**config.mk**
```make
export PLATFORM = sky130hd
export DESIGN_NAME = texture_slot_table_core
export DESIGN_NICKNAME = d
export VERILOG_FILES = /design/src/hw/rtl/tsl_pkg.sv /design/src/hw/rtl/tsl_cell.sv /design/src/hw/rtl/texture_slot_table_core.sv
export SDC_FILE = /design/constraint.sdc
export NUM_CORES = 2
export LEC_CHECK = 0
export BUFFER_PORTS_ARGS = -buffer_cell sky130_fd_sc_hd__buf_2
export CAP_MARGIN = 10
export CORE_MARGIN = 10
export CORE_UTILIZATION = 63
export DETAILED_ROUTE_END_ITERATION = 6
export MAX_ROUTING_LAYER = met4
export PLACE_DENSITY = 0.79
export SYNTH_ARGS = -nofsm -noshare
export SYNTH_HDL_FRONTEND = slang
export SYNTH_SLANG_ARGS = --single-unit
export TNS_END_PERCENT = 100
```
**constraint.sdc**
```tcl
create_clock -name clk -period 24.8 [get_ports clk]
set_clock_uncertainty 0.05 [all_clocks]
set_input_delay 2.48 -clock clk [delete_from_list [all_inputs] [get_ports clk]]
set_output_delay 2.48 -clock clk [all_outputs]
set_load 0.02 [all_outputs]
```
**src/hw/rtl/tsl_pkg.sv**
```systemverilog
`timescale 1ns / 1ps

package tsl_pkg;

  // Width of a slot number inside the cell chain; covers tables of up to 64 slots.
  localparam int SLOT_IDX_W = 6;
  localparam int ID_W       = 32;

  typedef enum logic [1:0] {
    OP_ACQUIRE = 2'd0,
    OP_RELEASE = 2'd1,
    OP_LOOKUP  = 2'd2,
    OP_CLEAR   = 2'd3
  } op_t;

  typedef enum logic [2:0] {
    ST_HIT      = 3'd0,
    ST_ALLOC    = 3'd1,
    ST_FULL     = 3'd2,
    ST_NOTFOUND = 3'd3,
    ST_INVALID  = 3'd4,
    ST_CLEARED  = 3'd5
  } status_t;

  typedef struct packed {
    op_t              opcode;
    logic [ID_W-1:0]  object_id;
  } req_t;

  typedef struct packed {
    status_t     status;
    logic [3:0]  slot_index;
  } rsp_t;

  // Search token that walks down the cell chain, one cell per cycle.
  typedef struct packed {
    logic                   valid;
    op_t                    opcode;
    logic [ID_W-1:0]        key;
    logic                   hit;
    logic [SLOT_IDX_W-1:0]  hit_idx;
    logic                   free;
    logic [SLOT_IDX_W-1:0]  free_idx;
  } token_t;

  // Write command broadcast to every cell when a transaction commits.
  typedef struct packed {
    logic                   clear_all;
    logic                   en;
    logic [SLOT_IDX_W-1:0]  idx;
    logic [ID_W-1:0]        data;
  } wr_cmd_t;

endpackage

```
**src/hw/rtl/tsl_cell.sv**
```systemverilog
`timescale 1ns / 1ps

module tsl_cell #(
  parameter int INDEX = 0
) (
  input  logic              clk,
  input  logic              rst,
  input  tsl_pkg::token_t   tok_in,
  output tsl_pkg::token_t   tok_out,
  input  tsl_pkg::wr_cmd_t  wr
);

  localparam int IdxW = tsl_pkg::SLOT_IDX_W;
  localparam logic [IdxW-1:0] CELL_IDX = IdxW'(INDEX);

  logic [tsl_pkg::ID_W-1:0] id;
  tsl_pkg::token_t           tok_next;
  logic                      match;
  logic                      empty;

  assign match = (id == tok_in.key);
  assign empty = (id == '0);

  // The first matching and the first empty cell along the chain claim the token.
  always_comb begin
    tok_next = tok_in;
    if (!tok_in.hit && match) begin
      tok_next.hit     = 1'b1;
      tok_next.hit_idx = CELL_IDX;
    end
    if (!tok_in.free && empty) begin
      tok_next.free     = 1'b1;
      tok_next.free_idx = CELL_IDX;
    end
  end

  always_ff @(posedge clk) begin
    if (rst) begin
      tok_out.valid <= 1'b0;
    end else begin
      tok_out <= tok_next;
    end
  end

  always_ff @(posedge clk) begin
    if (rst) begin
      id <= '0;
    end else if (wr.clear_all) begin
      id <= '0;
    end else if (wr.en && (wr.idx == CELL_IDX)) begin
      id <= wr.data;
    end
  end

endmodule

```
**src/hw/rtl/texture_slot_table_core.sv**
```systemverilog
`timescale 1ns / 1ps

// Associative slot table built as a row of SLOT_COUNT cells, each holding one
// 32-bit object id (zero marks an empty slot); every slot is empty after reset.
// A request transaction launches a search token that moves through the row one
// cell per cycle, picking up the lowest slot holding the id and the lowest
// empty slot. When the token leaves the last cell the request commits: an
// acquire that hits returns that slot, one that misses writes the id into the
// lowest empty slot or reports the table full, a release empties the matching
// slot, a lookup changes nothing, and clear-all empties every slot at once.
// Id zero is answered as invalid, but for clear-all. Every request gives
// exactly one response. Requests are handled one at a time: an accepted
// request passes through the launch register, one register per cell of the
// row and the final register, whose commit also accepts the next request.
// The commit waits for as long as an earlier response sits unaccepted in the
// output register. The response sits in an output register, so a new
// request is accepted while the previous response still waits to be taken.

module texture_slot_table_core #(
  parameter int SLOT_COUNT = 16
) (
  input  logic           clk,
  input  logic           rst,
  input  logic           req_valid,
  output logic           req_ready,
  input  tsl_pkg::req_t  req,
  output logic           rsp_valid,
  input  logic           rsp_ready,
  output tsl_pkg::rsp_t  rsp
);

  // Launch register feeding the first cell, then one token register per cell.
  tsl_pkg::token_t  in_tok;
  tsl_pkg::token_t  chain [SLOT_COUNT+1];
  tsl_pkg::token_t  fin;
  tsl_pkg::wr_cmd_t wr;
  tsl_pkg::rsp_t    rsp_next;

  logic busy;
  logic req_accept;
  logic commit;
  logic [SLOT_COUNT+1:0] live;

  assign req_accept = req_valid && req_ready;

  // The final token commits when the response register is free or being drained.
  assign commit    = fin.valid && (!rsp_valid || rsp_ready);
  // A new request may enter in the commit cycle; it reaches the first cell
  // only after the commit writes have landed.
  assign req_ready = !busy || commit;

  always_ff @(posedge clk) begin
    if (rst) begin
      busy <= 1'b0;
    end else if (req_accept) begin
      busy <= 1'b1;
    end else if (commit) begin
      busy <= 1'b0;
    end
  end

  always_ff @(posedge clk) begin
    if (rst) begin
      in_tok.valid <= 1'b0;
    end else begin
      in_tok.valid    <= req_accept;
      if (req_accept) begin
        in_tok.opcode   <= req.opcode;
        in_tok.key      <= req.object_id;
        in_tok.hit      <= 1'b0;
        in_tok.hit_idx  <= '0;
        in_tok.free     <= 1'b0;
        in_tok.free_idx <= '0;
      end
    end
  end

  assign chain[0] = in_tok;

  for (genvar i = 0; i < SLOT_COUNT; i++) begin : g_cell
    tsl_cell #(
      .INDEX(i)
    ) u_cell (
      .clk     (clk),
      .rst     (rst),
      .tok_in  (chain[i]),
      .tok_out (chain[i+1]),
      .wr      (wr)
    );
  end

  // The finished token waits here until the response register can take it.
  always_ff @(posedge clk) begin
    if (rst) begin
      fin.valid <= 1'b0;
    end else if (chain[SLOT_COUNT].valid) begin
      fin <= chain[SLOT_COUNT];
    end else if (commit) begin
      fin.valid <= 1'b0;
    end
  end

  // Decide the outcome and the table write from the finished token.
  always_comb begin
    wr        = '0;
    wr.data   = fin.key;
    rsp_next  = '{status: tsl_pkg::ST_NOTFOUND, slot_index: 4'd0};
    if (fin.opcode == tsl_pkg::OP_CLEAR) begin
      rsp_next.status = tsl_pkg::ST_CLEARED;
      wr.clear_all    = commit;
    end else if (fin.key == '0) begin
      rsp_next.status = tsl_pkg::ST_INVALID;
    end else if (fin.hit) begin
      rsp_next.status     = tsl_pkg::ST_HIT;
      rsp_next.slot_index = fin.hit_idx[3:0];
      if (fin.opcode == tsl_pkg::OP_RELEASE) begin
        wr.en   = commit;
        wr.idx  = fin.hit_idx;
        wr.data = '0;
      end
    end else if (fin.opcode == tsl_pkg::OP_ACQUIRE) begin
      if (fin.free) begin
        rsp_next.status     = tsl_pkg::ST_ALLOC;
        rsp_next.slot_index = fin.free_idx[3:0];
        wr.en               = commit;
        wr.idx              = fin.free_idx;
      end else begin
        rsp_next.status = tsl_pkg::ST_FULL;
      end
    end
  end

  always_ff @(posedge clk) begin
    if (rst) begin
      rsp_valid <= 1'b0;
    end else if (commit) begin
      rsp_valid <= 1'b1;
      rsp       <= rsp_next;
    end else if (rsp_ready) begin
      rsp_valid <= 1'b0;
    end
  end

  // Valid bits of every token holder, for the single-transaction check.
  always_comb begin
    live[0] = in_tok.valid;
    for (int k = 1; k <= SLOT_COUNT; k++) begin
      live[k] = chain[k].valid;
    end
    live[SLOT_COUNT+1] = fin.valid;
  end

  // At most one search token is ever in the row.
  assert property (@(posedge clk) disable iff (rst) $countones(live) <= 1)
    else $error("more than one transaction in the cell chain");

  // A finished token exists only while the block is busy.
  assert property (@(posedge clk) disable iff (rst) fin.valid |-> busy)
    else $error("finished token without a busy transaction");

  // The block leaves busy only through a commit.
  assert property (@(posedge clk) disable iff (rst) $fell(busy) |-> $past(commit))
    else $error("busy dropped without a commit");

  // An accepted request launches a token in the next cycle.
  assert property (@(posedge clk) disable iff (rst) req_accept |=> in_tok.valid)
    else $error("accepted request did not launch a token");

endmodule

```
-- After elaboration in Yosys (flattened, before gate mapping)
Cells that the tools add are included.
Widths: inputs -> output; s select.
- bits of input ports: 38
- bits in registers: 1291
- output and inout port bits: 9
- bitwise logic cells: 1
- reductions and logical operators: 110
- mux-type cells: 18
- eq/ne operators: 33
- operator list (cell ; number):
    $logic_not 32->1 ; 17
    $eq 32x32->1 ; 16
    $mux 39 ; 3
    $eq 6x4->1 const B ; 8
    $logic_and 1x1->1 ; 48
    $mux 7 ; 5
    $logic_not 1->1 ; 32
    $mux 32 ; 1
    $eq 6x3->1 const B ; 4
    $eq 6x2->1 const B ; 2
    $mux 1 ; 7
    $eq 6x1->1 const B ; 1
    $logic_not 6->1 ; 1
    $reduce_and 2->1 ; 3
    $reduce_bool 2->1 ; 3
    $mux 4 ; 1
    $reduce_or 2->1 ; 2
    $reduce_or 3->1 ; 1
    $eq 2x1->1 const B ; 1
    $eq 2x2->1 const B ; 1
    $logic_not 2->1 ; 1
    $logic_or 1x1->1 ; 2
    $mux 2 ; 1
    $not 1->1 ; 1

-- Logic depth before layout (Yosys ltp)
- depth in word-level cells: 10
- mapped depth: 8

-- Cells and area by module
Synthesis repeated with hierarchy kept, for this count alone.
- cells, all modules: 4464
- area, all modules: 53986.8 um^2
- by module, submodules not included (module ; cells an instance ; instances ; area an instance (um^2) ; sequential area each (um^2)):
    tsl_cell (g_cell[10].u_cell ...) ; 267 ; 4 ; 3145.5 ; 2102.0
    tsl_cell (g_cell[1].u_cell ...) ; 267 ; 2 ; 3180.6 ; 2102.0
    tsl_cell (g_cell[4].u_cell ...) ; 267 ; 2 ; 3173.0 ; 2102.0
    tsl_cell (g_cell[13].u_cell ...) ; 266 ; 2 ; 3171.8 ; 2102.0
    tsl_cell (g_cell[11].u_cell ...) ; 266 ; 2 ; 3148.0 ; 2102.0
    texture_slot_table_core ; 195 ; 1 ; 3388.2 ; 2752.6
    tsl_cell (g_cell[15].u_cell) ; 267 ; 1 ; 3181.8 ; 2102.0
    tsl_cell (g_cell[12].u_cell) ; 266 ; 1 ; 3168.0 ; 2102.0
    tsl_cell (g_cell[0].u_cell) ; 270 ; 1 ; 3161.8 ; 2102.0
    tsl_cell (g_cell[3].u_cell) ; 266 ; 1 ; 3158.0 ; 2102.0

-- Least setup slack after synthesis
OpenSTA, ideal clock, no wires.
- kind: input-to-reg
- start: input rst
- end: register in_tok (netlist bit chain[798]) (enable)
- setup time: 0.394 ns
- required time: 24.356 ns
- path buffers: 0
- arrival: 17.684 ns
- path slack: 6.671 ns
- cell stages on the path: 2
- cells stage by stage: inv_1 and3_1
- longest elaborated chain between the ends: 2
- ends and longest elaborated chain (what ; RTL line ; source):
    start: declaration ; texture_slot_table_core.sv:23 ; input logic rst,
    $not 1->1 (no source line) ; n/a ;
    $reduce_and 2->1 (no source line) ; n/a ;
    end: declaration ; texture_slot_table_core.sv:33 ; tsl_pkg::token_t in_tok;
No other way between the ends.
A chain may end at the register's enable or synchronous reset.

-- Final worst setup path
- start: input rsp_ready
- end: output req_ready
- longest elaborated chain between the ends: 3
- ends and longest elaborated chain (what ; RTL line ; source):
    start: declaration ; texture_slot_table_core.sv:28 ; input logic rsp_ready,
    $logic_or 1x1->1 ; texture_slot_table_core.sv:47 ; assign commit = fin.valid && (!rsp_valid || rsp_ready);
    $logic_and 1x1->1 ; texture_slot_table_core.sv:47 ;
    $logic_or 1x1->1 ; texture_slot_table_core.sv:50 ; assign req_ready = !busy || commit;
    end: declaration ; texture_slot_table_core.sv:25 ; output logic req_ready,
No other way between the ends.

==> results.md <==
* Leakage at 21.5 nW
* Setup slack at placement at 18.70 ns
* Register area share after synthesis at 0.674
* Net Sw Frac at 0.215
* CP max stage cell: nand2b_1
* Post-cts sizing count at 0
* Logic pwr share at 0.026
* Post-synth cell types at 46
* Fillers at 5045
* Slew @ Worst Pin at 1.25 ns
* Total Neg Setup Slack at 0 ns
* Max-slew headroom at 0.163
* WP data required at 22.27 ns
* Yosys reg bits at 1291
* Routed wire length at 127000 µm
* Asr flop ratio synth at 0
* Syn Inst Count at 3622
* Antenna violations before repair at 5
* Post-synth top area share at 0.460
* Routed Antenna Nets at 0
* Post-layout min period at 5.75 ns
* Clock network fraction of total power at 0.431
* Maximum operating frequency at 0.174 GHz
* Setup crit start kind: input pin
* Final std cells w/o fill at 4827
* Clock transition at path regs at 0.07 ns
* Wl on met1 at 50900 µm
* Hold_buf cts at 0
* Post-layout util at 0.709
* Number of buffers and inverters on the critical path at 2
* YS warnings at 0
* Buffer count from post-CTS setup fixing at 0
* Largest cells by area after synthesis: edfxtp_1, dfxtp_1, mux2i_1
* Drt first-iter violations at 3964
* Chip Width at 301 µm
* Crit end category: output pin
* DP HPWL at 82300 µm
* Grt ovf at 0
* DR DRC count at 0
* RSZ-0062 raised after global routing: no
* Die area at 90300 µm²
* # nets final at 3718
* First-pass iteration count of the detailed router at 6
* WS Path Type: input pin to output pin
* Rows at 102
* Fraction of layout cells with a size suffix above 1 at 0.107
* Commonest cells after routing, fill and taps aside: edfxtp_1, dfxtp_1, nand2_1
* Crit path max-delay family: simple AND/OR/NAND/NOR gates
* Final period util at 0.232
* Ys flop type: edfxtp_1
* Slew Viols, Final at 0
* # diodes at 0
* Final instance area at 55100 µm²
* # setup viols final at 0
* Placed Instances at 4599
* Drt via density at 6.13
* Area leader, netlist: edfxtp_1
* CP peak stage delay at 0.20 ns
* Pwr dens at 80.0 nW/µm²
* Maximum clock path buffer count at 3
* Gr usage total at 0.285
* WL met3 at 12500 µm
* Hold Crit Class: flip-flop to flip-flop
* Total power draw at 4.41 mW
* Port Buffers at 46
* Hold WS at 0.361 ns
* Routed wl met2 at 59700 µm
* Inserted Clock Buffers at 119
* Highest routed layer: met4
* WP data arrival at 3.22 ns
* WL/cell at 26.4 µm
* IR drop worst, VDD at 0.0000639 V
* TritonCTS clock tree: yes
* Die Span Y at 301 µm
* Largest net degree at the start of global routing at 197
* Critical Path Fanout Max at 3
* I/O Pins at 47
* First-pass GRT wire length at 186000 µm
* Net Switching at 0.947 mW
* Cell-internal power at 3.46 mW
* Vias in the first global route at 28400
* Skew-Pair Late Insertion Delay at 0.70 ns
* Number of synthesized flops with an enable pin at 759
* Most common cell after layout, fill and taps aside: edfxtp_1
* Hold Vio Cnt, Final at 0
* Starting Density at 0.638
* Syn Std Cell Area at 49600 µm²
* Seq pwr share at 0.543
* Clock tree root buffer cell: clkbuf_16
* Setup WS post-layout at 19.05 ns
* Syn_area_per_cell at 13.7 µm²
* CORE AREA at 77700 µm²
* Num Clock Sinks at 1291
* Synth-to-Final Area Change at 11.0%
* Status: finished, final reports clean
* Max Cap Viol at 0
* H-tree Lvls at 3
* Placed Area at 51000 µm²
* Vias at 29600
* CP Cell Sequence: buf_2 > nand2b_1 > nand2_1 > nand2_1 > buf_2
* Syn Nets at 3660
* Routability Congestion at 0.946
-- cells in the mapped netlist, drive strengths merged (2+ instances only) --
| master | n |
|---|---|
| nor2b | 53 |
| nand3 | 53 |
| and3 | 2 |
| clkbuf | 103 |
| nand2b | 3 |
| xor2 | 451 |
| nand3b | 2 |
| or2 | 86 |
| inv | 4 |
| a21oi | 3 |
| mux2i | 512 |
| dfxtp | 532 |
| nor3 | 51 |
| nor4 | 225 |
| buf | 54 |
| nor2 | 31 |
| or4b | 4 |
| or3 | 28 |
| nand4b | 3 |
| nand2 | 515 |
| o21a | 2 |
| a22oi | 4 |
| a31oi | 2 |
| o21ai | 4 |
| nand4 | 66 |
| edfxtp | 759 |
| xnor2 | 58 |
-- power groups by stage --
| stage | registers (mW) | logic, mW | clock network, mW |
|---|---|---|---|
| floorplan | 2.44 | 0.0688 | 0 |
| global placement | 2.44 | 0.109 | 0 |
| detailed placement | 2.44 | 0.110 | 0 |
| CTS | 2.39 | 0.111 | 1.91 |
| global route | 2.40 | 0.119 | 2.00 |
| finish | 2.39 | 0.113 | 1.90 |
-- layer usage --
metal,vias up,global-route usage
li1,13100,-
met1,14700,0.382
met2,1533,0.439
met3,263,0.0526
met4,0,0.0937
met5,-,-
-- logic make-up (layout without fill, tap and decap cells) --
| group | after synthesis | in the layout | share of synthesized area |
|---|---|---|---|
| compound gates | 23 | 23 | 0.00366 |
| xor+xnor | 509 | 509 | 0.0899 |
| buf+inv | 161 | 326 | 0.0152 |
| flops | 1291 | 1291 | 0.674 |
| mux | 512 | 512 | 0.103 |
| simple gates | 1126 | 1126 | 0.114 |
-- registers in the layout (all words and copies together), names as in the netlist --
name / count
chain: 35
rsp: 7
rsp_valid: 1
busy: 1
g_cell.u_cell.id: 512
fin: 45
g_cell.u_cell.tok_out: 690
-- final timing paths --
check                                         startpoint                                     end  slack (ns)  cells after the start
setup / recovery                               rsp_ready                               req_ready       19.05                      5
hold / removal    g_cell[7].u_cell.tok_out[46]$_DFFE_PN_  g_cell[8].u_cell.tok_out[46]$_DFFE_PN_        0.36                      0
setup reg to reg                       fin[38]$_DFFE_PP_     g_cell[8].u_cell.id[5]$_SDFFE_PP0P_       20.55                      6
hold reg to reg   g_cell[7].u_cell.tok_out[46]$_DFFE_PN_  g_cell[8].u_cell.tok_out[46]$_DFFE_PN_        0.36                      0
-- worst reg2reg max path, delay by kind of cell (launching register included) --
family	cells	cell delay [ns]
buffers and inverters	1	0.53
AND/OR/NAND/NOR	3	2.07
AO/OA/AOI/OAI	1	0.94
multiplexers	1	0.17
flip-flops	1	0.40
-- layout make-up --
cell class,count,area [µm²],share of cell area
tap,1040,1300,0.0236
inverter,4,22.5,0.000409
clock inverter,59,739,0.0134
sequential,1291,33400,0.607
clock buffer,169,3370,0.0611
multi-input combinational,2170,15600,0.283
timing repair buffer,94,628,0.0114
Note: power is estimated with default switching activity, not from simulation.
